<file path="src/sv/slsg_pkg.sv">
// slsg_pkg: shared types, constants and the exponential table for the
// sequence log-softmax gather block. No dependencies.
package slsg_pkg;

  localparam int VOCAB_MAX       = 65536;
  localparam int SEQ_MAX         = 4096;
  localparam int EXP_TABLE_DEPTH = 256;
  localparam int EXP_IDX_W       = $clog2(EXP_TABLE_DEPTH);
  localparam int EXP_ROM_W       = 31;

  localparam int VLEN_W = 17;
  localparam int SLEN_W = 13;
  localparam int VPOS_W = 16;
  localparam int RPOS_W = 12;
  localparam int CFG_W     = 17;
  localparam int CFG_IDX_W = 1;

  localparam logic [CFG_IDX_W-1:0] CFG_VOCAB_SIZE = 1'b0;
  localparam logic [CFG_IDX_W-1:0] CFG_SEQ_LENGTH = 1'b1;

  localparam int QUEUE_DEPTH = 4;
  localparam int QUEUE_PTR_W = $clog2(QUEUE_DEPTH);
  localparam int QUEUE_CNT_W = $clog2(QUEUE_DEPTH + 1);

  localparam int LOGIT_W = 24;
  localparam int DIFF_W  = 24;
  localparam int TDIFF_W = 25;
  localparam int ESUM_W  = 34;
  localparam int SC_W    = 17;
  localparam int LN_W    = 20;
  localparam int ACC_W   = 40;

  localparam logic [ESUM_W-1:0] ONE_Q16     = 34'd65536;
  localparam logic [ESUM_W-1:0] EXP_SUM_MAX = '1;
  localparam logic [16:0]       LOG2E_Q16   = 17'd94548;
  localparam logic [15:0]       LN2_Q16     = 16'd45426;

  typedef struct packed {
    logic signed [LOGIT_W-1:0] logit;
    logic [15:0]               target_index;
  } slsg_in_t;

  typedef struct packed {
    logic signed [31:0] sequence_logprob;
    logic               target_invalid;
    logic               saturated;
  } slsg_out_t;

  typedef enum logic [1:0] {
    KIND_FIRST,
    KIND_LARGER,
    KIND_ADD
  } slsg_kind_t;

  typedef struct packed {
    logic                      row_end;
    logic                      row_ok;
    logic                      seq_end;
    logic signed [TDIFF_W-1:0] tdiff;
  } slsg_info_t;

  typedef struct packed {
    slsg_kind_t        kind;
    logic [DIFF_W-1:0] diff;
    slsg_info_t        info;
  } slsg_item_t;

  typedef struct packed {
    logic [ESUM_W-1:0]         exp_sum;
    logic signed [TDIFF_W-1:0] tdiff;
    logic                      row_ok;
    logic                      seq_end;
  } slsg_row_t;

  typedef logic [EXP_ROM_W-1:0] exp_rom_t [EXP_TABLE_DEPTH];

  function automatic logic [63:0] isqrt64(input logic [63:0] n);
    logic [63:0] rem;
    logic [63:0] root;
    logic [63:0] bv;
    rem  = n;
    root = '0;
    bv   = 64'h4000_0000_0000_0000;
    for (int i = 0; i < 32; i++) begin
      if (rem >= root + bv) begin
        rem  = rem - (root + bv);
        root = (root >> 1) + bv;
      end else begin
        root = root >> 1;
      end
      bv = bv >> 2;
    end
    return root;
  endfunction

  // 2^-(i/DEPTH) in Q30, product of 2^(-2^-j) roots
  function automatic exp_rom_t build_exp_rom();
    exp_rom_t    rom;
    logic [63:0] rc [17];
    logic [63:0] r;
    logic [15:0] f;
    rc[0] = 64'd1 << 29;
    for (int j = 1; j <= 16; j++) rc[j] = isqrt64(rc[j-1] << 30);
    for (int i = 0; i < EXP_TABLE_DEPTH; i++) begin
      f = 16'((i * 65536) / EXP_TABLE_DEPTH);
      r = 64'd1 << 30;
      for (int j = 1; j <= 16; j++) begin
        if (f[16-j]) r = (r * rc[j]) >> 30;
      end
      rom[i] = r[EXP_ROM_W-1:0];
    end
    return rom;
  endfunction

  localparam exp_rom_t EXP_ROM = build_exp_rom();

endpackage

</file>
<file path="src/sv/slsg_queue.sv">
// slsg_queue: short register queue of classified logits between the front
// and the exponential pipeline. Uses slsg_pkg.
module slsg_queue (
  input  logic                 clk,
  input  logic                 rst_n,
  input  logic                 push,
  input  slsg_pkg::slsg_item_t push_data,
  output logic                 full,
  output logic                 pop_valid,
  output slsg_pkg::slsg_item_t pop_data,
  input  logic                 pop
);

  slsg_pkg::slsg_item_t                mem_r [slsg_pkg::QUEUE_DEPTH];
  logic [slsg_pkg::QUEUE_PTR_W-1:0]    wr_ptr_r;
  logic [slsg_pkg::QUEUE_PTR_W-1:0]    rd_ptr_r;
  logic [slsg_pkg::QUEUE_CNT_W-1:0]    count_r;
  logic [slsg_pkg::QUEUE_CNT_W-1:0]    count_nxt;

  assign full      = (count_r == slsg_pkg::QUEUE_CNT_W'(slsg_pkg::QUEUE_DEPTH));
  assign pop_valid = (count_r != '0);
  assign pop_data  = mem_r[rd_ptr_r];

  always_comb begin
    count_nxt = count_r;
    if (push && !pop) count_nxt = count_r + slsg_pkg::QUEUE_CNT_W'(1);
    if (pop && !push) count_nxt = count_r - slsg_pkg::QUEUE_CNT_W'(1);
  end

  always_ff @(posedge clk) begin
    if (!rst_n) begin
      wr_ptr_r <= '0;
      rd_ptr_r <= '0;
      count_r  <= '0;
    end else begin
      if (push) wr_ptr_r <= wr_ptr_r + slsg_pkg::QUEUE_PTR_W'(1);
      if (pop)  rd_ptr_r <= rd_ptr_r + slsg_pkg::QUEUE_PTR_W'(1);
      count_r <= count_nxt;
    end
  end

  always_ff @(posedge clk) begin
    if (push) mem_r[wr_ptr_r] <= push_data;
  end

  a_count_bound: assert property (@(posedge clk) disable iff (!rst_n)
    count_r <= slsg_pkg::QUEUE_CNT_W'(slsg_pkg::QUEUE_DEPTH))
    else $error("queue count beyond depth");

  a_pop_nonempty: assert property (@(posedge clk) disable iff (!rst_n)
    pop |-> count_r != '0)
    else $error("queue popped while empty");

endmodule

</file>
<file path="config.mk">
export PLATFORM = sky130hd
export DESIGN_NAME = slsg_queue
export DESIGN_NICKNAME = d
export VERILOG_FILES = /design/src/sv/slsg_pkg.sv /design/src/sv/slsg_queue.sv
export SDC_FILE = /design/constraint.sdc
export NUM_CORES = 1
export LEC_CHECK = 0
export ABC_CLOCK_PERIOD_IN_PS = 2300
export BUFFER_PORTS_ARGS = -buffer_cell sky130_fd_sc_hd__buf_2
export CAP_MARGIN = 20
export CORE_AREA = 10 10 139 141
export DETAILED_ROUTE_END_ITERATION = 7
export DIE_AREA = 0 0 149 151
export PLACE_DENSITY = 0.83
export SLEW_MARGIN = 10
export SYNTH_ARGS = -nofsm -noshare
export SYNTH_HDL_FRONTEND = slang
export SYNTH_SLANG_ARGS = --single-unit
</file>
<file path="constraint.sdc">
create_clock -name clk -period 2.3 [get_ports clk]
set_input_delay 0.23 -clock clk [delete_from_list [all_inputs] [get_ports clk]]
set_output_delay 0.23 -clock clk [all_outputs]
set_load 0.005 [all_outputs]
</file>
==> flow_summary.json <==
{
  "setup_viol": 0,
  "place_congestion": 0.688,
  "crit_slowest_cell": "mux4_2",
  "critPathBufInv": 2,
  "rr_startpoint": "wr_ptr_r[0]",
  "cp.depth": 3,
  "p_total_w": 0.00897,
  "max-slew-margin-rel": 0.457,
  "critPathLaunchType": "flop",
  "cp-end-kind": "primary output",
  "die_area_um2": 22500,
  "synth_compound_area_frac": 0.00211,
  "drive_gt1_frac": 0.400,
  "core-area_um2": 16500,
  "synth_ff_type": "edfxtp_1",
  "cts_tree": "built",
  "cts_buffers": 22,
  "htreeDepth": 1,
  "areaGrowthSynthToFinish_pct": 25.1,
  "cp.arrival_ns": 1.88,
  "slowest_delay_ns": 0.54,
  "grt_pass1_wl_mm": 25.2,
  "period_share": 0.917,
  "rows": 47,
  "setup_tns_ns": 0,
  "syn-cell-area_um2": 8310,
  "route.vias.total": 3999,
  "synth_xor_area_frac": 0.00527,
  "reg2reg_depth": 4,
  "cts-resized-gates": 0,
  "p_per_area_nw_per_um2": 863,
  "grt_start_max_net_pins": 55,
  "critPathKind": "reg2out",
  "wire_per_inst_um": 21.3,
  "grt.overflow.total": 0,
  "ys_types": 21,
  "grt_pass1_vias": 4444,
  "yosys_warnings": 0,
  "synthAdderAreaFrac": 0.00994,
  "syn_nets": 392,
  "min_period_ns": 2.11,
  "p_leak_nw": 3.60,
  "clk_latency_ns": 0.49,
  "start_util": 0.505,
  "slew_viol_final": 0,
  "drc": 0,
  "required_ns": 2.07,
  "whs_ns": 0.0595,
  "fin_nets": 585,
  "max_freq_ghz": 0.474,
  "drt-pass1-iter-count": 4,
  "min_path_type": "in2reg",
  "final_hold_viol_count": 0,
  "hold_path_depth": 2,
  "route.antenna.remaining_nets": 0,
  "synthMuxAreaShare": 0.149,
  "ys_seq_elements": 225,
  "tightest_slew_ns": 0.814,
  "clk_pin_slew_ns": 0.06,
  "ys_seq_area_frac": 0.802,
  "cts.path.max_buffers": 3,
  "async_flop_share": 0,
  "crit_family": "multiplexers",
  "netlist_instances": 328,
  "min-delay-start": "rst_n",
  "finClkSkew_ns": 0.00685,
  "die_y_um": 151,
  "crit_fanout": 16,
  "routed_wl_mm": 16.1,
  "yosys.area_share.simple": 0.0114,
  "die_x_um": 149,
  "routed_via_density": 5.29,
  "antenna_found_initial": 1,
  "max_cap_violations": 0,
  "path_cells": "buf_12 -> mux4_2 -> buf_2",
  "cts_sinks": 225,
  "post-dp-hpwl_mm": 9.64,
  "synth.avg_cell_area_um2": 25.3,
  "cts_root_buf": "clkbuf_16",
  "synth_edf_count": 216,
  "drtIter0Drc": 162,
  "ir_drop_uv": 535,
  "fillCellCount": 1126,
  "grt_usage": 0.144,
  "synth_top_family_by_area": "multiplexers",
  "status": "complete, no violations",
  "io_pins": 114,
  "grt_setup_unrepaired": "false",
  "portBuffers": 113
}
cells in the final DEF, fill, tap and decap left out, drive strengths merged:
cell type    synthesis  routed
o21ai                2       2
fa                   1       1
edfxtp             216     216
and2                10      10
clkinv               0       4
nand2                2       2
inv                  6       7
clkbuf               1      33
nor2b                1       1
ha                   5       5
mux4                54      54
or3                  2       2
xnor2                2       2
and3                 1       1
a21boi               1       1
dfxtp                9       9
dlygate4sd3          0      54
xor2                 3       3
diode                0       1
buf                 11     127
mux2i                1       1
worst register-to-register path: stages (launching register included):
cell and delay [ns]:
dfxtp_1 0.35, inv_1 0.10, ha_1 0.14, and2_2 0.13
buf_4 0.64
stage by stage:
step | cell area, µm² | instances | worst slack (ns) | utilization
global route | 10400 | 755 | 0.102 | 0.631
floorplan | 8310 | 328 | 0.0604 | -
detailed placement | 9150 | 659 | 0.466 | 0.555
finish | 10400 | 756 | 0.191 | 0.632
global placement | 9150 | 659 | 0.529 | 0.555
CTS | 10400 | 755 | 0.155 | 0.631
synth_stat cells, types with 2 or more instances:
cell type    n  area, µm²
edfxtp_1   216       6490
mux4_2      50       1130
and2_1      10       62.6
dfxtp_1      9        180
inv_1        6       22.5
buf_12       5        100
buf_2        5       25.0
ha_1         5       62.6
mux4_1       4        105
xor2_1       3       26.3
nand2_1      2       7.51
o21ai_0      2       10.0
or3_1        2       12.5
xnor2_1      2       17.5
state kept, by name, summed over array words and instances, names as in the netlist, named ones only:
signal / cells
rd_ptr_r: 2
count_r: 3
mem_r: 216
wr_ptr_r: 2
routing by layer:
metal	up-vias	track usage	wire length, µm
met4	0	0.0388	272
met5	-	0	0
li1	1770	-	-
met2	105	0.245	8230
met1	2099	0.183	6800
met3	25	0.0331	783
worst paths after layout:
check,to,slack (ns)
max,pop_data[52],0.19
min,count_r[0],0.06
max reg2reg,mem_r[0][47],0.54
min reg2reg,count_r[2],0.57
where the power goes:
part	switching, W	leakage (nW)	internal (W)
combinational	0.000424	1.20	0.000474
sequential	0.0000607	2.06	0.00470
clock	0.00135	0.337	0.00196
repair_timing:
item | 4_1_cts | 5_1_grt
endpoints found under the setup margin | 7 | 0
buffers inserted | 4 | 0
hold buffers | 54 | 0
endpoints found under the hold margin | 216 | 0
layout make-up:
type	count	area [µm²]	share of cell area
Clock buffer	33	653	0.0628
Timing Repair Buffer	181	1260	0.121
Antenna cell	1	2.50	0.000241
Multi-Input combinational cell	85	1490	0.143
Inverter	6	22.5	0.00217
Clock inverter	5	27.5	0.00265
Tap cell	220	275	0.0265
Sequential cell	225	6670	0.642
kinds of logic (layout without fill, tap and decap cells):
kind of cell	after synthesis	after routing
xor gates and xnor gates	5	5
other	0	1
and+or+nand+nor	16	16
muxes	55	55
DFF	225	225
buffers and inverters	18	225
AOI/OAI and AO/OA	3	3
adders and majority gates	6	6
No activity file was read; power rests on OpenSTA's default activity.
