$ cat config.mk
export PLATFORM = sky130hd
export DESIGN_NAME = slsg_log
export DESIGN_NICKNAME = d
export VERILOG_FILES = /design/src/sv/slsg_pkg.sv /design/src/sv/slsg_log.sv
export SDC_FILE = /design/constraint.sdc
export NUM_CORES = 2
export LEC_CHECK = 0
export BUFFER_PORTS_ARGS = -buffer_cell sky130_fd_sc_hd__buf_2
export CORE_MARGIN = 3
export CORE_UTILIZATION = 35
export DETAILED_ROUTE_END_ITERATION = 6
export PLACE_DENSITY_LB_ADDON = 0.25
export SLEW_MARGIN = 20
export SYNTH_ARGS = -nofsm -noshare
export SYNTH_HDL_FRONTEND = slang
export SYNTH_SLANG_ARGS = --single-unit
$ cat constraint.sdc
create_clock -name clk -period 7.7 [get_ports clk]
set_input_delay 0.385 -clock clk [delete_from_list [all_inputs] [get_ports clk]]
set_output_delay 0.385 -clock clk [all_outputs]
set_load 0.02 [all_outputs]
$ cat src/sv/slsg_pkg.sv
// slsg_pkg: shared types, constants and the exponential table for the
// sequence log-softmax gather block. No dependencies.
package slsg_pkg;

  localparam int VOCAB_MAX       = 65536;
  localparam int SEQ_MAX         = 4096;
  localparam int EXP_TABLE_DEPTH = 256;
  localparam int EXP_IDX_W       = $clog2(EXP_TABLE_DEPTH);
  localparam int EXP_ROM_W       = 31;

  localparam int VLEN_W = 17;
  localparam int SLEN_W = 13;
  localparam int VPOS_W = 16;
  localparam int RPOS_W = 12;
  localparam int CFG_W     = 17;
  localparam int CFG_IDX_W = 1;

  localparam logic [CFG_IDX_W-1:0] CFG_VOCAB_SIZE = 1'b0;
  localparam logic [CFG_IDX_W-1:0] CFG_SEQ_LENGTH = 1'b1;

  localparam int QUEUE_DEPTH = 4;
  localparam int QUEUE_PTR_W = $clog2(QUEUE_DEPTH);
  localparam int QUEUE_CNT_W = $clog2(QUEUE_DEPTH + 1);

  localparam int LOGIT_W = 24;
  localparam int DIFF_W  = 24;
  localparam int TDIFF_W = 25;
  localparam int ESUM_W  = 34;
  localparam int SC_W    = 17;
  localparam int LN_W    = 20;
  localparam int ACC_W   = 40;

  localparam logic [ESUM_W-1:0] ONE_Q16     = 34'd65536;
  localparam logic [ESUM_W-1:0] EXP_SUM_MAX = '1;
  localparam logic [16:0]       LOG2E_Q16   = 17'd94548;
  localparam logic [15:0]       LN2_Q16     = 16'd45426;

  typedef struct packed {
    logic signed [LOGIT_W-1:0] logit;
    logic [15:0]               target_index;
  } slsg_in_t;

  typedef struct packed {
    logic signed [31:0] sequence_logprob;
    logic               target_invalid;
    logic               saturated;
  } slsg_out_t;

  typedef enum logic [1:0] {
    KIND_FIRST,
    KIND_LARGER,
    KIND_ADD
  } slsg_kind_t;

  typedef struct packed {
    logic                      row_end;
    logic                      row_ok;
    logic                      seq_end;
    logic signed [TDIFF_W-1:0] tdiff;
  } slsg_info_t;

  typedef struct packed {
    slsg_kind_t        kind;
    logic [DIFF_W-1:0] diff;
    slsg_info_t        info;
  } slsg_item_t;

  typedef struct packed {
    logic [ESUM_W-1:0]         exp_sum;
    logic signed [TDIFF_W-1:0] tdiff;
    logic                      row_ok;
    logic                      seq_end;
  } slsg_row_t;

  typedef logic [EXP_ROM_W-1:0] exp_rom_t [EXP_TABLE_DEPTH];

  function automatic logic [63:0] isqrt64(input logic [63:0] n);
    logic [63:0] rem;
    logic [63:0] root;
    logic [63:0] bv;
    rem  = n;
    root = '0;
    bv   = 64'h4000_0000_0000_0000;
    for (int i = 0; i < 32; i++) begin
      if (rem >= root + bv) begin
        rem  = rem - (root + bv);
        root = (root >> 1) + bv;
      end else begin
        root = root >> 1;
      end
      bv = bv >> 2;
    end
    return root;
  endfunction

  // 2^-(i/DEPTH) in Q30, product of 2^(-2^-j) roots
  function automatic exp_rom_t build_exp_rom();
    exp_rom_t    rom;
    logic [63:0] rc [17];
    logic [63:0] r;
    logic [15:0] f;
    rc[0] = 64'd1 << 29;
    for (int j = 1; j <= 16; j++) rc[j] = isqrt64(rc[j-1] << 30);
    for (int i = 0; i < EXP_TABLE_DEPTH; i++) begin
      f = 16'((i * 65536) / EXP_TABLE_DEPTH);
      r = 64'd1 << 30;
      for (int j = 1; j <= 16; j++) begin
        if (f[16-j]) r = (r * rc[j]) >> 30;
      end
      rom[i] = r[EXP_ROM_W-1:0];
    end
    return rom;
  endfunction

  localparam exp_rom_t EXP_ROM = build_exp_rom();

endpackage

$ cat src/sv/slsg_log.sv
// slsg_log: iterative natural log of the row sum, row term accumulation and
// the sequence result register. Uses slsg_pkg.
module slsg_log (
  input  logic                clk,
  input  logic                rst_n,
  input  logic                row_valid,
  input  slsg_pkg::slsg_row_t row_data,
  output logic                row_ready,
  output logic                out_valid,
  input  logic                out_stall,
  output slsg_pkg::slsg_out_t out_data
);

  typedef enum logic [2:0] {
    L_IDLE,
    L_LEAD,
    L_NORM,
    L_SQ,
    L_LN,
    L_ACC
  } lstate_t;

  lstate_t                             state_r, state_nxt;
  logic [slsg_pkg::ESUM_W-1:0]         s_r, s_nxt;
  logic signed [slsg_pkg::TDIFF_W-1:0] tdiff_r, tdiff_nxt;
  logic                                row_ok_r, row_ok_nxt;
  logic                                seq_end_r, seq_end_nxt;
  logic [5:0]                          p_r, p_nxt;
  logic [30:0]                         r_r, r_nxt;
  logic [15:0]                         frac_r, frac_nxt;
  logic [3:0]                          cnt_r, cnt_nxt;
  logic [slsg_pkg::LN_W-1:0]           ln_r, ln_nxt;
  logic signed [slsg_pkg::ACC_W-1:0]   acc_r, acc_nxt;
  logic                                bad_r, bad_nxt;
  logic                                out_valid_r, out_valid_nxt;
  slsg_pkg::slsg_out_t                 out_data_r, out_data_nxt;

  logic [5:0]                          lead;
  logic [61:0]                         sq;
  logic [20:0]                         lg;
  logic [36:0]                         lnp;
  logic signed [26:0]                  term;
  logic signed [40:0]                  acc_sum;
  logic signed [slsg_pkg::ACC_W-1:0]   acc_new;
  logic                                bad_new;
  logic                                out_free;
  logic                                clamp;

  assign row_ready = (state_r == L_IDLE);
  assign out_valid = out_valid_r;
  assign out_data  = out_data_r;
  assign out_free  = !out_valid_r || !out_stall;

  always_comb begin
    lead = '0;
    for (int i = 0; i < slsg_pkg::ESUM_W; i++) begin
      if (s_r[i]) lead = 6'(i);
    end
    sq   = 62'(r_r) * 62'(r_r);
    lg   = {5'(p_r - 6'd16), frac_r};
    lnp  = 37'(lg) * 37'(slsg_pkg::LN2_Q16) + 37'(32768);
    term = {{2{tdiff_r[slsg_pkg::TDIFF_W-1]}}, tdiff_r} - 27'(ln_r);
    acc_sum = {{14{term[26]}}, term} + {acc_r[slsg_pkg::ACC_W-1], acc_r};
    if (!row_ok_r) begin
      acc_new = acc_r;
    end else if (acc_sum[40] != acc_sum[39]) begin
      acc_new = acc_sum[40] ? {1'b1, {(slsg_pkg::ACC_W-1){1'b0}}}
                            : {1'b0, {(slsg_pkg::ACC_W-1){1'b1}}};
    end else begin
      acc_new = acc_sum[slsg_pkg::ACC_W-1:0];
    end
    bad_new = bad_r || !row_ok_r;
    // clamped when the bits above the 32-bit range are not a sign extension
    clamp = !((&acc_new[slsg_pkg::ACC_W-1:31]) || !(|acc_new[slsg_pkg::ACC_W-1:31]));
  end

  always_comb begin
    state_nxt     = state_r;
    s_nxt         = s_r;
    tdiff_nxt     = tdiff_r;
    row_ok_nxt    = row_ok_r;
    seq_end_nxt   = seq_end_r;
    p_nxt         = p_r;
    r_nxt         = r_r;
    frac_nxt      = frac_r;
    cnt_nxt       = cnt_r;
    ln_nxt        = ln_r;
    acc_nxt       = acc_r;
    bad_nxt       = bad_r;
    out_valid_nxt = out_valid_r && out_stall;
    out_data_nxt  = out_data_r;
    unique case (state_r)
      L_IDLE: begin
        if (row_valid) begin
          s_nxt       = (row_data.exp_sum < slsg_pkg::ONE_Q16) ? slsg_pkg::ONE_Q16
                                                              : row_data.exp_sum;
          tdiff_nxt   = row_data.tdiff;
          row_ok_nxt  = row_data.row_ok;
          seq_end_nxt = row_data.seq_end;
          state_nxt   = L_LEAD;
        end
      end
      L_LEAD: begin
        p_nxt     = lead;
        state_nxt = L_NORM;
      end
      L_NORM: begin
        // mantissa with its leading one at bit 30
        if (p_r <= 6'd30) begin
          r_nxt = 31'(s_r << (6'd30 - p_r));
        end else begin
          r_nxt = 31'(s_r >> (p_r - 6'd30));
        end
        frac_nxt  = '0;
        cnt_nxt   = '0;
        state_nxt = L_SQ;
      end
      L_SQ: begin
        if (sq[61]) begin
          r_nxt    = sq[61:31];
          frac_nxt = {frac_r[14:0], 1'b1};
        end else begin
          r_nxt    = sq[60:30];
          frac_nxt = {frac_r[14:0], 1'b0};
        end
        cnt_nxt = cnt_r + 4'd1;
        if (cnt_r == '1) state_nxt = L_LN;
      end
      L_LN: begin
        ln_nxt    = lnp[16 +: slsg_pkg::LN_W];
        state_nxt = L_ACC;
      end
      L_ACC: begin
        if (!seq_end_r) begin
          acc_nxt   = acc_new;
          bad_nxt   = bad_new;
          state_nxt = L_IDLE;
        end else if (out_free) begin
          out_valid_nxt                 = 1'b1;
          out_data_nxt.target_invalid   = bad_new;
          out_data_nxt.saturated        = clamp;
          if (!clamp) begin
            out_data_nxt.sequence_logprob = acc_new[31:0];
          end else if (acc_new[slsg_pkg::ACC_W-1]) begin
            out_data_nxt.sequence_logprob = 32'sh8000_0000;
          end else begin
            out_data_nxt.sequence_logprob = 32'sh7FFF_FFFF;
          end
          acc_nxt   = '0;
          bad_nxt   = 1'b0;
          state_nxt = L_IDLE;
        end
      end
      default: state_nxt = L_IDLE;
    endcase
  end

  always_ff @(posedge clk) begin
    if (!rst_n) begin
      state_r     <= L_IDLE;
      acc_r       <= '0;
      bad_r       <= 1'b0;
      out_valid_r <= 1'b0;
    end else begin
      state_r     <= state_nxt;
      acc_r       <= acc_nxt;
      bad_r       <= bad_nxt;
      out_valid_r <= out_valid_nxt;
    end
    s_r        <= s_nxt;
    tdiff_r    <= tdiff_nxt;
    row_ok_r   <= row_ok_nxt;
    seq_end_r  <= seq_end_nxt;
    p_r        <= p_nxt;
    r_r        <= r_nxt;
    frac_r     <= frac_nxt;
    cnt_r      <= cnt_nxt;
    ln_r       <= ln_nxt;
    out_data_r <= out_data_nxt;
  end

  a_mant_norm: assert property (@(posedge clk) disable iff (!rst_n)
    state_r == L_SQ |-> r_r[30])
    else $error("log mantissa not normalized during squaring");

  a_lead_range: assert property (@(posedge clk) disable iff (!rst_n)
    state_r == L_LN |-> (p_r >= 6'd16 && p_r <= 6'd33))
    else $error("log exponent out of range");

endmodule

==> results.json <==
{
  "worstPathArrival_ns": 8.84,
  "start_util_pct": 35.4,
  "place_inst": 7301,
  "syn2layout_area_growth_pct": 17.0,
  "drive_gt1_share_pct": 15.6,
  "placementRows": 135,
  "seq_area_frac_synth_pct": 12.6,
  "grt_pass1_wl_mm": 215,
  "synthTopCellsByArea": "fa_1 36%, ha_1 12%, edfxtp_1 11%",
  "fin_crit_ns": 8.50,
  "crit_type": "reg2reg",
  "outcome": "finished, violations left",
  "synth_top_area_share_pct": 36.1,
  "worstSetupEndpointType": "flip-flop",
  "violations": "negative setup slack",
  "cts.sinks": 217,
  "root_buffer": "clkbuf_16",
  "netlist_instances": 5196,
  "clk_pin_slew_ns": 0.06,
  "cts_max_path_buffers": 3,
  "tightestPinTransition_ns": 1.17,
  "grt_setup_unrepaired": "true",
  "drt_pass1_iterations": 5,
  "dieHeight_um": 377,
  "fin_nets": 7029,
  "htree_num_levels": 1,
  "worstPathMaxFanout": 7,
  "die_w_um": 377,
  "ys_warn_count": 0,
  "max_freq_mhz": 118,
  "cts_tree": "built",
  "slew_headroom_pct": 22.2,
  "critPathMaxStageDelay_ns": 0.56,
  "startpoint_type": "flip-flop",
  "final_cells": 7430,
  "pre_cts_ws_ns": -1.61,
  "ys.flop_type": "edfxtp_1",
  "avgViaCountPerCell": 4.82,
  "skew_ns": 0.0166,
  "clk_latency_ns": 0.60,
  "maxCapViolCount": 0,
  "die_area_um2": 142000,
  "synthArstFlopShare_pct": 0,
  "synth_area_um2": 48200,
  "finalHoldViolCount": 0,
  "drt_wl_total_mm": 131,
  "synth.net_count": 6599,
  "dp_hpwl_mm": 109,
  "syn_area_per_cell_um2": 9.27,
  "antenna_found_initial": 2,
  "core_um2": 136000,
  "fin_ws_ns": -0.804,
  "drtIter0Drc": 1716,
  "portBuffers": 100,
  "io_pins": 101,
  "grt_pass1_vias": 38800,
  "drtAntennaViolNets": 0,
  "synth_edf_count": 172,
  "grt_overflow_total": 0,
  "drc": 0,
  "synth_most_common_cell": "inv_1",
  "wl_per_cell_um": 17.7,
  "grt_usage_pct": 19.1,
  "ys_seq_elements": 217,
  "cts_buffers": 29,
  "yosysTopAreaCell": "fa_1",
  "hold_class": "in2reg",
  "crit_slowest_cell": "fa_1",
  "ys_top_cells_by_count": "1,262 x inv_1, 869 x fa_1, 486 x nand2_1, 469 x ha_1, 241 x and2_1",
  "gp_congestion": 0.868,
  "crit_required_ns": 8.03,
  "synth_cell_type_count": 85,
  "period_share_pct": 110,
  "num_vias": 35800,
  "grt_max_degree": 69,
  "cp_common_cell": "fa_1",
  "setup_viol": 32,
  "drv_slew": 0
}
## per-layer routing
metal	track usage, %	share of wire [%]
met5	0	0
met4	3.52	1.9
met3	2.26	4.4
met2	31.3	46
met1	27.4	48
## cells by family after synthesis
logic type                 synth area share [%]
and+or+nand+nor                            11.5
adders and majority gates                  49.0
xor gates and xnor gates                   2.76
muxes                                      4.02
DFF                                        12.6
AOI/OAI and AO/OA                          8.47
buffers and inverters                      11.7
## metrics by stage
| stage | util (%) | TNS [ns] | cell area [µm²] | hold WS, ns |
|---|---|---|---|---|
| 3_3_place_gp | 39.6 | -39.42 | 53800 | 0.480 |
| 2_1_floorplan | - | -4.48 | 48500 | 0.457 |
| 4_1_cts | 41.1 | -21.91 | 55900 | 0.00737 |
| 3_5_place_dp | 39.6 | -41.30 | 53800 | 0.487 |
| 6_report | 41.4 | -23.40 | 56300 | 0.0423 |
| 5_1_grt | 41.4 | -33.85 | 56300 | 0.00225 |
## flip-flops by register name, summed over array words and instances (netlist names)
register / flops
acc_r: 40
bad_r: 1
cnt_r: 4
frac_r: 16
ln_r: 20
out_data: 34
out_valid: 1
p_r: 6
r_r: 31
row_ok_r: 1
s_r: 34
seq_end_r: 1
state_r: 3
tdiff_r: 25
## worst max-delay path, delay by kind of cell (launching register included)
kind                       cells  cell delay (ns)
adders and majority gates      9             4.27
and+or+nand+nor                3             0.50
AOI/OAI and AO/OA              9             1.82
buffers and inverters         11             1.25
DFF                            1             0.41
## layout make-up
type / count / area [µm²]
clock inverters: 12 / 133
repair buffers: 628 / 4980
multi-input cells: 3486 / 37400
diodes: 1 / 2.50
flip-flops and latches: 217 / 6070
well taps: 1781 / 2230
inverters: 1264 / 4740
clock buffers: 41 / 822
fillers: 13500 / 79600
## repair_timing
item	CTS	global route
hold buffers	36	0
pin swaps	75	36
cloned	3	2
hold endpoints to repair	36	0
gates resized for setup	134	83
endpoints found under the setup margin	32	32
buffers inserted	29	10
## placed cells by master (no fill, tap or decap), types with 36 or more instances in the layout
cell type,synthesis,layout
o21ai_0,146,133
inv_1,1262,1241
xnor2_1,83,76
nor3_1,42,37
mux2i_1,119,119
nor2b_1,45,45
dfxtp_1,45,45
fa_1,869,843
nand2_1,486,457
edfxtp_1,172,172
nand3_1,46,44
nor2_1,191,182
and2_1,241,226
a21o_1,48,48
dlygate4sd3_1,0,36
buf_2,6,100
ha_1,469,459
buf_4,1,438
xor2_1,67,64
a211oi_1,47,45
a21oi_1,175,160
## path summary, 6_finish.rpt
kind / from / endpoint / slack [ns] / depth (start not counted)
setup / recovery: r_r[4] / r_r[4] / -0.80 / 32
hold / removal: row_data[25] / tdiff_r[23] / 0.04 / 1
hold reg to reg: acc_r[35] / acc_r[35] / 0.49 / 2
setup reg to reg: r_r[4] / r_r[4] / -0.80 / 32
Power is left out: the tool's default activity adds up to more than one toggle a clock period on the data nets, which glitch-free logic cannot reach.
