$ cat src/sv/slsg_pkg.sv
// slsg_pkg: shared types, constants and the exponential table for the
// sequence log-softmax gather block. No dependencies.
package slsg_pkg;

  localparam int VOCAB_MAX       = 65536;
  localparam int SEQ_MAX         = 4096;
  localparam int EXP_TABLE_DEPTH = 256;
  localparam int EXP_IDX_W       = $clog2(EXP_TABLE_DEPTH);
  localparam int EXP_ROM_W       = 31;

  localparam int VLEN_W = 17;
  localparam int SLEN_W = 13;
  localparam int VPOS_W = 16;
  localparam int RPOS_W = 12;
  localparam int CFG_W     = 17;
  localparam int CFG_IDX_W = 1;

  localparam logic [CFG_IDX_W-1:0] CFG_VOCAB_SIZE = 1'b0;
  localparam logic [CFG_IDX_W-1:0] CFG_SEQ_LENGTH = 1'b1;

  localparam int QUEUE_DEPTH = 4;
  localparam int QUEUE_PTR_W = $clog2(QUEUE_DEPTH);
  localparam int QUEUE_CNT_W = $clog2(QUEUE_DEPTH + 1);

  localparam int LOGIT_W = 24;
  localparam int DIFF_W  = 24;
  localparam int TDIFF_W = 25;
  localparam int ESUM_W  = 34;
  localparam int SC_W    = 17;
  localparam int LN_W    = 20;
  localparam int ACC_W   = 40;

  localparam logic [ESUM_W-1:0] ONE_Q16     = 34'd65536;
  localparam logic [ESUM_W-1:0] EXP_SUM_MAX = '1;
  localparam logic [16:0]       LOG2E_Q16   = 17'd94548;
  localparam logic [15:0]       LN2_Q16     = 16'd45426;

  typedef struct packed {
    logic signed [LOGIT_W-1:0] logit;
    logic [15:0]               target_index;
  } slsg_in_t;

  typedef struct packed {
    logic signed [31:0] sequence_logprob;
    logic               target_invalid;
    logic               saturated;
  } slsg_out_t;

  typedef enum logic [1:0] {
    KIND_FIRST,
    KIND_LARGER,
    KIND_ADD
  } slsg_kind_t;

  typedef struct packed {
    logic                      row_end;
    logic                      row_ok;
    logic                      seq_end;
    logic signed [TDIFF_W-1:0] tdiff;
  } slsg_info_t;

  typedef struct packed {
    slsg_kind_t        kind;
    logic [DIFF_W-1:0] diff;
    slsg_info_t        info;
  } slsg_item_t;

  typedef struct packed {
    logic [ESUM_W-1:0]         exp_sum;
    logic signed [TDIFF_W-1:0] tdiff;
    logic                      row_ok;
    logic                      seq_end;
  } slsg_row_t;

  typedef logic [EXP_ROM_W-1:0] exp_rom_t [EXP_TABLE_DEPTH];

  function automatic logic [63:0] isqrt64(input logic [63:0] n);
    logic [63:0] rem;
    logic [63:0] root;
    logic [63:0] bv;
    rem  = n;
    root = '0;
    bv   = 64'h4000_0000_0000_0000;
    for (int i = 0; i < 32; i++) begin
      if (rem >= root + bv) begin
        rem  = rem - (root + bv);
        root = (root >> 1) + bv;
      end else begin
        root = root >> 1;
      end
      bv = bv >> 2;
    end
    return root;
  endfunction

  // 2^-(i/DEPTH) in Q30, product of 2^(-2^-j) roots
  function automatic exp_rom_t build_exp_rom();
    exp_rom_t    rom;
    logic [63:0] rc [17];
    logic [63:0] r;
    logic [15:0] f;
    rc[0] = 64'd1 << 29;
    for (int j = 1; j <= 16; j++) rc[j] = isqrt64(rc[j-1] << 30);
    for (int i = 0; i < EXP_TABLE_DEPTH; i++) begin
      f = 16'((i * 65536) / EXP_TABLE_DEPTH);
      r = 64'd1 << 30;
      for (int j = 1; j <= 16; j++) begin
        if (f[16-j]) r = (r * rc[j]) >> 30;
      end
      rom[i] = r[EXP_ROM_W-1:0];
    end
    return rom;
  endfunction

  localparam exp_rom_t EXP_ROM = build_exp_rom();

endpackage

$ cat src/sv/slsg_front.sv
// slsg_front: configuration registers, row/sequence counters, running max
// and target capture; classifies each logit for the back end. Uses slsg_pkg.
module slsg_front (
  input  logic                             clk,
  input  logic                             rst_n,
  input  logic                             in_valid,
  output logic                             in_stall,
  input  slsg_pkg::slsg_in_t               in_data,
  input  logic                             cfg_we,
  input  logic [slsg_pkg::CFG_IDX_W-1:0]   cfg_index,
  input  logic [slsg_pkg::CFG_W-1:0]       cfg_wdata,
  output logic                             q_push,
  output slsg_pkg::slsg_item_t             q_data,
  input  logic                             q_full
);

  logic [slsg_pkg::VLEN_W-1:0] vocab_size_r;
  logic [slsg_pkg::SLEN_W-1:0] seq_length_r;
  logic [slsg_pkg::VPOS_W-1:0] vpos_r;
  logic [slsg_pkg::RPOS_W-1:0] rpos_r;
  logic [15:0]                 row_target_r;
  logic signed [slsg_pkg::LOGIT_W-1:0] running_max_r;
  logic signed [slsg_pkg::LOGIT_W-1:0] target_logit_r;

  logic [slsg_pkg::VLEN_W-1:0] vlen;
  logic [slsg_pkg::SLEN_W-1:0] slen;
  logic [slsg_pkg::VLEN_W-1:0] vpos_inc;
  logic [slsg_pkg::SLEN_W-1:0] rpos_inc;
  logic                        first;
  logic                        larger;
  logic [15:0]                 tgt;
  logic signed [slsg_pkg::LOGIT_W-1:0] x;
  logic signed [slsg_pkg::LOGIT_W-1:0] rmax_nxt;
  logic signed [slsg_pkg::LOGIT_W-1:0] tl_nxt;
  logic [slsg_pkg::TDIFF_W-1:0] up_diff;
  logic [slsg_pkg::TDIFF_W-1:0] dn_diff;
  logic                        row_end;
  logic                        seq_end;

  assign x = in_data.logit;

  always_comb begin
    if (vocab_size_r == '0) begin
      vlen = slsg_pkg::VLEN_W'(1);
    end else if (vocab_size_r > slsg_pkg::VLEN_W'(slsg_pkg::VOCAB_MAX)) begin
      vlen = slsg_pkg::VLEN_W'(slsg_pkg::VOCAB_MAX);
    end else begin
      vlen = vocab_size_r;
    end
    if (seq_length_r == '0) begin
      slen = slsg_pkg::SLEN_W'(1);
    end else if (seq_length_r > slsg_pkg::SLEN_W'(slsg_pkg::SEQ_MAX)) begin
      slen = slsg_pkg::SLEN_W'(slsg_pkg::SEQ_MAX);
    end else begin
      slen = seq_length_r;
    end
  end

  always_comb begin
    first    = (vpos_r == '0);
    larger   = (x > running_max_r);
    tgt      = first ? in_data.target_index : row_target_r;
    vpos_inc = {1'b0, vpos_r} + slsg_pkg::VLEN_W'(1);
    rpos_inc = {1'b0, rpos_r} + slsg_pkg::SLEN_W'(1);
    row_end  = (vpos_inc >= vlen);
    seq_end  = row_end && (rpos_inc >= slen);
    up_diff  = {x[slsg_pkg::LOGIT_W-1], x}
             - {running_max_r[slsg_pkg::LOGIT_W-1], running_max_r};
    dn_diff  = {running_max_r[slsg_pkg::LOGIT_W-1], running_max_r}
             - {x[slsg_pkg::LOGIT_W-1], x};
    rmax_nxt = (first || larger) ? x : running_max_r;
    tl_nxt   = first ? '0 : target_logit_r;
    if (tgt == vpos_r) tl_nxt = x;

    q_data.info.row_end = row_end;
    q_data.info.row_ok  = ({1'b0, tgt} < vlen);
    q_data.info.seq_end = seq_end;
    q_data.info.tdiff   = {tl_nxt[slsg_pkg::LOGIT_W-1], tl_nxt}
                        - {rmax_nxt[slsg_pkg::LOGIT_W-1], rmax_nxt};
    if (first) begin
      q_data.kind = slsg_pkg::KIND_FIRST;
      q_data.diff = '0;
    end else if (larger) begin
      q_data.kind = slsg_pkg::KIND_LARGER;
      q_data.diff = up_diff[slsg_pkg::DIFF_W-1:0];
    end else begin
      q_data.kind = slsg_pkg::KIND_ADD;
      q_data.diff = dn_diff[slsg_pkg::DIFF_W-1:0];
    end
  end

  assign in_stall = q_full;
  assign q_push   = in_valid && !q_full;

  always_ff @(posedge clk) begin
    if (!rst_n) begin
      vocab_size_r <= slsg_pkg::VLEN_W'(slsg_pkg::VOCAB_MAX);
      seq_length_r <= slsg_pkg::SLEN_W'(slsg_pkg::SEQ_MAX);
      vpos_r       <= '0;
      rpos_r       <= '0;
    end else begin
      if (cfg_we) begin
        unique case (cfg_index)
          slsg_pkg::CFG_VOCAB_SIZE: vocab_size_r <= cfg_wdata;
          slsg_pkg::CFG_SEQ_LENGTH: seq_length_r <= cfg_wdata[slsg_pkg::SLEN_W-1:0];
        endcase
      end
      if (q_push) begin
        vpos_r <= row_end ? '0 : vpos_inc[slsg_pkg::VPOS_W-1:0];
        if (row_end) rpos_r <= seq_end ? '0 : rpos_inc[slsg_pkg::RPOS_W-1:0];
      end
    end
  end

  always_ff @(posedge clk) begin
    if (q_push) begin
      row_target_r   <= tgt;
      running_max_r  <= rmax_nxt;
      target_logit_r <= tl_nxt;
    end
  end

endmodule

$ cat config.mk
export PLATFORM = sky130hd
export DESIGN_NAME = slsg_front
export DESIGN_NICKNAME = d
export VERILOG_FILES = /design/src/sv/slsg_pkg.sv /design/src/sv/slsg_front.sv
export SDC_FILE = /design/constraint.sdc
export NUM_CORES = 1
export LEC_CHECK = 0
export ABC_CLOCK_PERIOD_IN_PS = 16400
export CAP_MARGIN = 20
export CORE_MARGIN = 2
export CORE_UTILIZATION = 50
export DETAILED_ROUTE_END_ITERATION = 12
export DONT_BUFFER_PORTS = 1
export GPL_TIMING_DRIVEN = 1
export HOLD_SLACK_MARGIN = 0.12
export PLACE_DENSITY_LB_ADDON = 0.3
export SETUP_SLACK_MARGIN = 0.05
export SYNTH_ARGS = -nofsm -noshare
export SYNTH_HDL_FRONTEND = slang
export SYNTH_SLANG_ARGS = --single-unit
$ cat constraint.sdc
create_clock -name clk -period 16.4 [get_ports clk]
set_clock_uncertainty 0.1 [all_clocks]
set_input_delay 3.28 -clock clk [delete_from_list [all_inputs] [get_ports clk]]
set_output_delay 3.28 -clock clk [all_outputs]
set_load 0.02 [all_outputs]
==> results of run 1 <==
==> final cells by class <==
class	count	area (sq um)	share of cell area, %
tap	285	357	2.95
clock buffer	17	425	3.52
inverter	110	415	3.44
multi-input combinational	1142	7570	62.6
clock inverter	15	168	1.39
sequential	122	3080	25.5
timing repair buffer	10	75.1	0.621
==> cell families after synthesis <==
kind of cell             Yosys count  synth area share [%]
AND/OR/NAND/NOR                  481                  19.3
AO/OA/AOI/OAI                    424                  24.8
buffers and inverters            188                  6.79
flip-flops                       122                  27.0
adder cells (fa/ha/maj)          117                  12.9
XOR/XNOR                         108                  8.28
multiplexers                      12                  1.06
==> cells in the mapped netlist (4+ instances only) <==
| library cell | count |
|---|---|
| nor4_1 | 14 |
| nand2b_1 | 16 |
| a211oi_1 | 23 |
| a21boi_0 | 7 |
| nor2b_1 | 15 |
| ha_1 | 108 |
| dfxtp_1 | 58 |
| xnor2_1 | 61 |
| buf_4 | 8 |
| o21ai_2 | 4 |
| buf_2 | 13 |
| edfxtp_1 | 64 |
| o21bai_1 | 12 |
| nor3_1 | 16 |
| a21oi_1 | 119 |
| o211ai_1 | 11 |
| a21o_1 | 44 |
| and2_1 | 12 |
| a221oi_1 | 9 |
| o21ai_0 | 77 |
| a211o_1 | 5 |
| xor2_1 | 47 |
| mux2i_1 | 11 |
| inv_1 | 108 |
| o21ai_1 | 4 |
| buf_1 | 5 |
| a32o_1 | 10 |
| o21a_1 | 29 |
| nand4_1 | 19 |
| a31oi_1 | 13 |
| nand3_1 | 32 |
| maj3_1 | 6 |
| nand2_1 | 216 |
| and3_1 | 16 |
| nor2_1 | 105 |
| o31ai_1 | 6 |
| clkbuf_1 | 49 |
| a311oi_1 | 5 |
==> critical path, cell delays in order <==
cell and delay, ns:
inv_1 0.09, ha_1 0.54, nand4_1 0.26, nor2_1 0.17, a221oi_1 0.15, o2111a_2 0.37, nor2_4 0.42, buf_4 0.40
clkinv_2 0.46, o21ai_0 0.38, ha_1 0.24, fa_1 0.22, nor2b_1 0.05, o21ai_0 0.14, nand2b_1 0.11, a21o_1 0.18
a21oi_1 0.32, maj3_1 0.22, o21ai_0 0.11, o221ai_1 0.20, o211a_1 0.32, a211o_1 0.20, nand2_1 0.13, o41ai_1 0.80
==> metal layers <==
metal | track usage, % | routed length [um] | vias up
li1 | - | - | 5051
met1 | 34.3 | 13900 | 4780
met2 | 43.7 | 14800 | 375
met3 | 6.21 | 2450 | 53
met4 | 8.73 | 771 | 0
met5 | 0 | 0 | -
==> power groups by stage <==
| stage | logic [mW] | clock network [mW] | registers, mW |
|---|---|---|---|
| final | 0.318 | 0.387 | 0.347 |
| after global routing | 0.350 | 0.406 | 0.349 |
| after CTS | 0.315 | 0.393 | 0.347 |
| after detailed placement | 0.314 | 0 | 0.354 |
| after global placement | 0.311 | 0 | 0.353 |
| after floorplan | 0.251 | 0 | 0.351 |
==> path summary, 6_finish.rpt <==
kind / end / startpoint
worst max-delay path: q_data[24] / in_data[26]
worst max register to register: running_max_r[15]$_DFFE_PP_ / vpos_r[0]$_SDFFE_PN0P_
worst min-delay path: seq_length_r[0]$_SDFFE_PN0P_ / seq_length_r[0]$_SDFFE_PN0P_
worst min register to register: seq_length_r[0]$_SDFFE_PN0P_ / seq_length_r[0]$_SDFFE_PN0P_
==> registers in the layout, summed over array words and instances (netlist names) <==
name / cells
rpos_r: 12
running_max_r: 24
row_target_r: 16
vocab_size_r: 17
seq_length_r: 13
vpos_r: 16
target_logit_r: 24
==> metrics.csv, run 1 <==
metric,value,unit
power.share.clock,36.8,%
critPathRequiredTime,13.02,ns
io_buffers,0,
power_leakage,5.16,nW
grt_pass1_vias,9950,
seqPwrFrac,33.0,%
clk_pin_slew,0.07,ns
drv_cap,0,
end_kind,output pin,
r2r_setup_slack,11.58,ns
ys_types,83,
fmax,75.8,MHz
post-route-util,53.7,%
slew_violations,0,
status,completed,
area_delta_synth_final,5.82,%
worst_slack,3.21,ns
ant_nets,0,
synth_edf_count,64,
clk_latency,0.43,ns
dp_hpwl,24.3,mm
worstSetupPathType,in -> out,
yosys-top-cells-area,"edfxtp_1 (17%), ha_1 (12%), dfxtp_1 (10%), nand2_1 (7.1%), a21oi_1 (5.2%)",
yosys_warnings,0,
antenna_cells,0,
vias_per_cell,6.03,
worstRegToRegCells,10,
synth-seq-cells,122,
async_reset_ff_share,0,%
rsz0062_at_grt,no,
relSlewSlack,36.1,%
drt-total-wl,31.9,mm
combPwrFrac,30.2,%
drtIter0Drc,1015,
htree_levels,4,
tns,0,ns
vdd_ir_drop_max,0.0000667,V
hold_class,reg -> reg,
stdcell_count,1701,
core_area,22500,sq um
cellPowerDensity,87.0,nW/um^2
synth_top_area_share,16.8,%
grt_first_pass_wirelength,51.3,mm
start_util,50.8,%
die_y,155,um
syn_inst,1452,
worst_pin_slew,0.946,ns
post_cts_buffers,0,
grt_max_degree,54,
clock-sinks,122,
synth-seq-area-share,27.0,%
rows,55,
routedWlPerCell,18.7,um
ioPinCount,119,
synth_area_per_cell,7.87,sq um
min_period,13.19,ns
dr.pass1.iters,6,
dp_slack,3.26,ns
antenna_found_initial,0,
drc_errors,0,
internal_power,0.664,mW
grt_overflow_total,0,
hold_viol_final,0,
fp.dieW,155,um
cts_buffer_depth,2,
cts-root-buf,clkbuf_16,
hold_ws,0.367,ns
cp_max_fo,30,
fin_nets,1577,
num_vias,10300,
design_area,12100,sq um
layout_common_cells,"nand2_1 (216), a21oi_1 (119), ha_1 (108)",
synth_top_flop_cell,edfxtp_1,
hold_depth,2,
finalCritPeriodShare,80.4,%
synth_area,11400,sq um
routabilityCongestion,0.922,
cts_tree,done,
nFillCells,2147,
final_common_cell,nand2_1,
arrival,9.81,ns
switchingPower,0.389,mW
groute.usage.overall,26.5,%
numCtsBuffers,17,
drive_above_1_share,4.66,%
netSwitchingFraction,36.9,%
place_area,11500,sq um
cts.repair.resized,0,
setup_violations,0,
syn-num-nets,1626,
synth_area_leader_cell,edfxtp_1,
dp_cells,1668,
die_area,24100,sq um
cp-start-kind,input port,
p_total,1.05,mW
ctsHoldBuffers,0,
Note: power is estimated with default switching activity, not from simulation.
==> run 2, diff against run 1 <==
ABC_AREA = 1   (was default)
ABC_CLOCK_PERIOD_IN_PS = 13500   (was 16400)
clock period = 13.5 ns   (was 16.4 ns; I/O delays follow)
==> run 2 against run 1 <==
Die area increased by 0.64%. Non-clock buffer count fell by 4. Worst setup slack better by 0.51 ns. Flip-flop and latch count stayed put. Count of clock-buffer cells in the layout grew 1. Via count grew 8.2%. Critical endpoint is now q_data[13].
==> metrics.csv, run 2 <==
metric,value,unit,change
dr.pass1.iters,7,,+1
hold_viol_final,0,,unchanged
yosys-top-cells-area,"edfxtp_1 (17%), nand2_1 (13%), ha_1 (12%), dfxtp_1 (10%), inv_1 (6.9%)",,
synth-seq-cells,122,,unchanged
finalCritPeriodShare,72.5,%,
worst_pin_slew,0.966,ns,+0.0200 ns
die_y,156,um,+0.32%
tns,0,ns,unchanged
clock-sinks,122,,unchanged
rsz0062_at_grt,no,,
hold_class,reg -> reg,,
fin_nets,1861,,+18%
ys_top_cells_by_count,"nand2_1 (391), inv_1 (210), nor2_1 (195)",,
worstPathCellList,inv_1 -> ha_1 -> nand2_1 -> nor2_1 -> nand2_1 -> nor2_1 -> nand2_1 -> nand4_1 -> nand3_2 -> nand2_1 -> buf_4 -> o21ai_0 -> ha_1 -> o21ai_0 -> a21oi_1 -> o21ai_0 -> a21o_1 -> nand2_1 -> nand2_1 -> nand2_1 -> nand2_1 -> nand2_1 -> nand2_2 -> xor2_1,,
grt_pass1_vias,10500,,+5.3%
layout_common_cells,"nand2_1 (391), inv_1 (210), nor2_1 (194)",,
drc_errors,0,,unchanged
synth_edf_count,64,,unchanged
design_area,12300,sq um,+1.3%
fp.dieW,156,um,+0.32%
power.share.clock,36.2,%,-0.6 points
netSwitchingFraction,39.8,%,+2.8 points
cpPeakStageDelay,0.43,ns,-0.37 ns
cellPowerDensity,106,nW/um^2,+22%
routabilityCongestion,1.01,,+9.4%
groute.usage.overall,28.5,%,+2.0 points
numCtsBuffers,17,,unchanged
dp_hpwl,26.8,mm,+10%
arrival,6.98,ns,-2.83 ns
drt-total-wl,34.1,mm,+7.1%
crit_slowest_cell,buf_4,,
relSlewSlack,35.4,%,-0.75 points
synth-seq-area-share,26.8,%,-0.18 points
cp-start-kind,input port,,
critPathRequiredTime,10.70,ns,-2.32 ns
ioPinCount,119,,unchanged
end_kind,output pin,,
start_util,50.8,%,about the same
cpMostUsedCell,nand2_1,,
num_vias,11100,,+8.2%
rows,55,,unchanged
grt_max_degree,67,,+24%
cp_max_fo,47,,+57%
antenna_found_initial,0,,unchanged
min_period,9.78,ns,
clk_pin_slew,0.07,ns,about the same
cts.repair.resized,0,,unchanged
ys_types,51,,-39%
post_cts_buffers,0,,unchanged
yosysMostFrequentCell,nand2_1,,
syn_inst,1710,,+18%
status,completed,,
seqPwrFrac,32.6,%,-0.4 points
setup_violations,0,,unchanged
cts_tree,done,,
cts-root-buf,clkbuf_16,,
routedWlPerCell,17.2,um,-8.2%
grt_first_pass_wirelength,54.7,mm,+6.6%
vias_per_cell,5.59,,-7.2%
cts_buffer_depth,2,,unchanged
final_common_cell,nand2_1,,
async_reset_ff_share,0,%,unchanged
die_area,24200,sq um,+0.64%
slew_violations,0,,unchanged
htree_levels,4,,unchanged
synth_top_area_share,16.7,%,-0.11 points
grt_overflow_total,0,,unchanged
combPwrFrac,31.2,%,+1.0 points
cpLargestDelayFamily,simple AND/OR/NAND/NOR gates,,
hold_ws,0.403,ns,+0.0352 ns
syn-num-nets,1884,,+16%
fmax,102,MHz,
worstSetupPathType,in -> out,,
internal_power,0.785,mW,+18%
ant_nets,0,,unchanged
place_area,11700,sq um,+1.5%
core_area,22600,sq um,+0.61%
yosys_warnings,0,,unchanged
drive_above_1_share,7.18,%,+2.5 points
synth_top_flop_cell,edfxtp_1,,
ctsHoldBuffers,0,,unchanged
crit_buf_inv,2,,-1
area_delta_synth_final,6.54,%,
drtIter0Drc,970,,-4.4%
power_leakage,6.09,nW,+18%
drv_cap,0,,unchanged
synth_area_per_cell,6.73,sq um,-15%
reg_top3,"running_max_r: 24 flops, target_logit_r: 24 flops, vocab_size_r: 17 flops",,
synth_area,11500,sq um,+0.66%
synth_area_leader_cell,edfxtp_1,,
switchingPower,0.518,mW,+33%
io_buffers,0,,unchanged
antenna_cells,0,,unchanged
clk_latency,0.44,ns,about the same
vdd_ir_drop_max,0.0000786,V,+18%
==> run 2: path summary, 6_finish.rpt <==
check                           depth (start not counted)                         start                           end  slack (ns)
worst min-delay path                                    2  seq_length_r[2]$_SDFFE_PN0P_  seq_length_r[2]$_SDFFE_PN0P_        0.40
worst max register to register                         20        vpos_r[0]$_SDFFE_PN0P_        rpos_r[0]$_SDFFE_PN0P_        8.70
worst max-delay path                                   24                   in_data[31]                    q_data[13]        3.72
worst min register to register                          2  seq_length_r[2]$_SDFFE_PN0P_  seq_length_r[2]$_SDFFE_PN0P_        0.40
==> run 2: logic make-up after synthesis <==
group / after synthesis / synth area share, %
buffers and inverters: 270 / 9.40
flip-flops: 122 / 26.8
AO/OA/AOI/OAI: 324 / 15.7
AND/OR/NAND/NOR: 839 / 32.4
XOR/XNOR: 41 / 3.12
multiplexers: 3 / 0.261
adder cells (fa/ha/maj): 111 / 12.3
==> run 2: cell type report <==
cell class              count  area, sq um
fillers                  2225        10400
multi-input cells        1318         7340
flip-flops and latches    122         3080
inverters                 222          833
clock buffers              18          450
well taps                 285          357
clock inverters            14          140
repair buffers              6         45.0
==> run 2: power by group through the flow <==
stage                     logic [mW]  registers, mW  clock network (mW)
after global placement         0.396          0.433                   0
after detailed placement       0.401          0.433                   0
final                          0.406          0.425               0.472
after floorplan                0.312          0.430                   0
after CTS                      0.403          0.425               0.476
after global routing           0.453          0.427               0.491
==> run 2: worst min-delay path, delay by kind of cell (launching register included) <==
family | cells | cell delay [ns]
AND/OR/NAND/NOR | 2 | 0.15
flip-flops | 1 | 0.32
==> run 2: metrics by stage <==
stage	util, %	total power [mW]	instances	setup slack [ns]
3_3_place_gp	51.5	0.829	1952	3.88
6_report	54.1	1.30	1985	3.72
4_1_cts	54.1	1.30	1985	3.79
3_5_place_dp	51.5	0.834	1953	3.80
5_1_grt	54.1	1.37	1985	3.23
2_1_floorplan	-	0.742	1710	4.15
==> run 2: metal layers <==
metal | up-vias | global-route usage [%] | wire length, um
li1 | 5649 | - | -
met4 | 0 | 11.7 | 1270
met1 | 5043 | 34.7 | 14500
met5 | - | 0 | 0
met3 | 67 | 5.61 | 2000
met2 | 346 | 49.4 | 16400
==> run 3, diff against run 2 <==
ABC_CLOCK_PERIOD_IN_PS = 9700   (was 13500)
clock period = 9.7 ns   (was 13.5 ns; I/O delays follow)
==> run 3 against run 2 <==
Utilization is 0.22 points higher. Sequential power is 39% higher. First-iteration DRC count is 12% lower. Flip-flop and latch count stayed put. Via count is 1.8% higher. Global-route usage is 0.080 points higher. Total power is 41% higher. Worst setup slack worse by 2.2 ns. Design area is 0.41% higher. Combinational power is 42% higher. Clock power is 40% higher.
==> metrics.csv, run 3 (synthesis results as in run 2) <==
metric,value,unit,change
critPathRequiredTime,7.66,ns,-3.04 ns
worst_slack,1.53,ns,-2.19 ns
finalCritPeriodShare,84.2,%,
hold_class,reg -> reg,,
hold_depth,2,,unchanged
worst_pin_slew,0.959,ns,-0.00736 ns
die_area,24200,sq um,unchanged
dp_hpwl,27.4,mm,+2.1%
rows,55,,unchanged
grt_overflow_total,0,,unchanged
clk_latency,0.44,ns,about the same
setup_violations,0,,unchanged
routedWlPerCell,17.4,um,+1.2%
vias_per_cell,5.68,,+1.5%
drtIter0Drc,853,,-12%
post_cts_buffers,0,,unchanged
combPwrFrac,31.5,%,+0.3 points
grtUsageMet3,4.78,%,-0.83 points
grt_pass1_vias,10400,,-0.83%
final_common_cell,nand2_1,,
core_area,22600,sq um,unchanged
antenna_found_initial,0,,unchanged
area_delta_synth_final,6.97,%,
busiest_layer,met2,,
cts_buffer_depth,2,,unchanged
rsz0062_at_grt,no,,
clock-sinks,122,,unchanged
num_vias,11300,,+1.8%
cts_tree,done,,
grt_max_degree,46,,-31%
arrival,6.13,ns,-0.85 ns
dp_slack,1.61,ns,-2.19 ns
start_util,50.8,%,unchanged
ioPinCount,119,,unchanged
r2r_setup_slack,4.90,ns,-3.80 ns
reg_top3,"running_max_r: 24 flops, target_logit_r: 24 flops, vocab_size_r: 17 flops",,
post-route-util,54.3,%,+0.22 points
io_buffers,0,,unchanged
design_area,12300,sq um,+0.41%
vdd_ir_drop_max,0.000104,V,+32%
fin_nets,1866,,+0.27%
groute.usage.overall,28.6,%,+0.080 points
fp.dieW,156,um,unchanged
power_leakage,6.12,nW,+0.43%
drc_errors,0,,unchanged
hold_viol_final,0,,unchanged
cp-start-kind,input port,,
cts.repair.resized,0,,unchanged
ant_nets,0,,unchanged
ctsHoldBuffers,0,,unchanged
tns,0,ns,unchanged
switchingPower,0.721,mW,+39%
netSwitchingFraction,39.4,%,-0.40 points
routabilityCongestion,0.955,,-5.3%
seq_area,3080,sq um,unchanged
end_kind,output pin,,
drt-total-wl,34.6,mm,+1.5%
grt_first_pass_wirelength,54.5,mm,-0.43%
multi_input_area,7340,sq um,unchanged
drv_cap,0,,unchanged
met2_usage,50.2,%,+0.82 points
numCtsBuffers,17,,unchanged
power.share.clock,36.2,%,about the same
min_period,8.17,ns,
clk_pin_slew,0.07,ns,about the same
relSlewSlack,35.8,%,+0.49 points
nFillCells,2225,,unchanged
cp_max_fo,45,,-4.3%
cellPowerDensity,149,nW/um^2,+40%
htree_levels,4,,unchanged
place_area,11700,sq um,+0.35%
die_y,156,um,unchanged
dr.pass1.iters,6,,-1
antenna_cells,0,,unchanged
status,completed,,
worstSetupPathType,in -> out,,
internal_power,1.11,mW,+41%
layout_common_cells,"nand2_1 (391), inv_1 (210), nor2_1 (194)",,
drive_above_1_share,7.45,%,+0.27 points
cts-root-buf,clkbuf_16,,
slew_violations,0,,unchanged
fmax,122,MHz,
worstRegToRegCells,20,,unchanged
seqPwrFrac,32.3,%,-0.3 points
grtUsageMet1,34.8,%,+0.067 points
[run 3: cell types whose count changed in the layout (fill, tap and decap cells not counted), sizes merged]
cell	change
buf	+5
clkinv	-2
bufinv	+1
clkbuf	-1
clkinvlp	+1
inv	+1
[run 3: layout make-up]
class	instances	area share (%)
flip-flops and latches	122	25.1
repair buffers	11	0.702
inverters	222	6.77
clock buffers	17	3.46
multi-input cells	1318	59.7
well taps	285	2.90
clock inverters	15	1.41
[run 3: metrics by stage]
| step | power, mW | std cells | hold WS, ns |
|---|---|---|---|
| finish | 1.83 | 1990 | 0.407 |
| CTS | 1.83 | 1990 | 0.407 |
| global placement | 1.17 | 1957 | 0.392 |
| global route | 1.92 | 1990 | 0.434 |
| detailed placement | 1.17 | 1958 | 0.399 |
| floorplan | 1.03 | 1710 | 0.376 |
[run 3: final timing paths]
check | start | end
worst max-delay path | in_data[28] | q_data[14]
worst min-delay path | seq_length_r[4]$_SDFFE_PN0P_ | seq_length_r[4]$_SDFFE_PN0P_
worst max register to register | vpos_r[0]$_SDFFE_PN0P_ | rpos_r[0]$_SDFFE_PN0P_
worst min register to register | seq_length_r[4]$_SDFFE_PN0P_ | seq_length_r[4]$_SDFFE_PN0P_
[run 3: routing by layer]
layer / vias up / routed length [um]
met1: 5167 / 14400
met2: 409 / 16700
met3: 75 / 2180
met5: - / 0
met4: 0 / 1290
li1: 5654 / -
[run 3: critical path, stage by stage]
cell and delay [ns]:
inv_1 0.02, ha_1 0.44, nand2_1 0.17, nor2_1 0.33, nand2_1 0.09, nor2_1 0.09
nand2_1 0.08, nand4_1 0.11, nand3_2 0.07, nand2_1 0.19, buf_4 0.43, o21ai_0 0.19
ha_1 0.43, a21oi_1 0.12, o21ai_0 0.24, o21bai_1 0.24, nand3_1 0.14, nand2_2 0.14
nand2_1 0.07, nand2_1 0.10, nand2_1 0.06, nand2_1 0.07, xor2_1 0.39
[run 3: power groups by stage]
stage	registers (mW)	logic, mW	clock network [mW]
2_1_floorplan	0.598	0.434	0
3_3_place_gp	0.603	0.563	0
3_5_place_dp	0.603	0.568	0
4_1_cts	0.592	0.571	0.670
5_1_grt	0.595	0.638	0.691
6_report	0.592	0.576	0.663
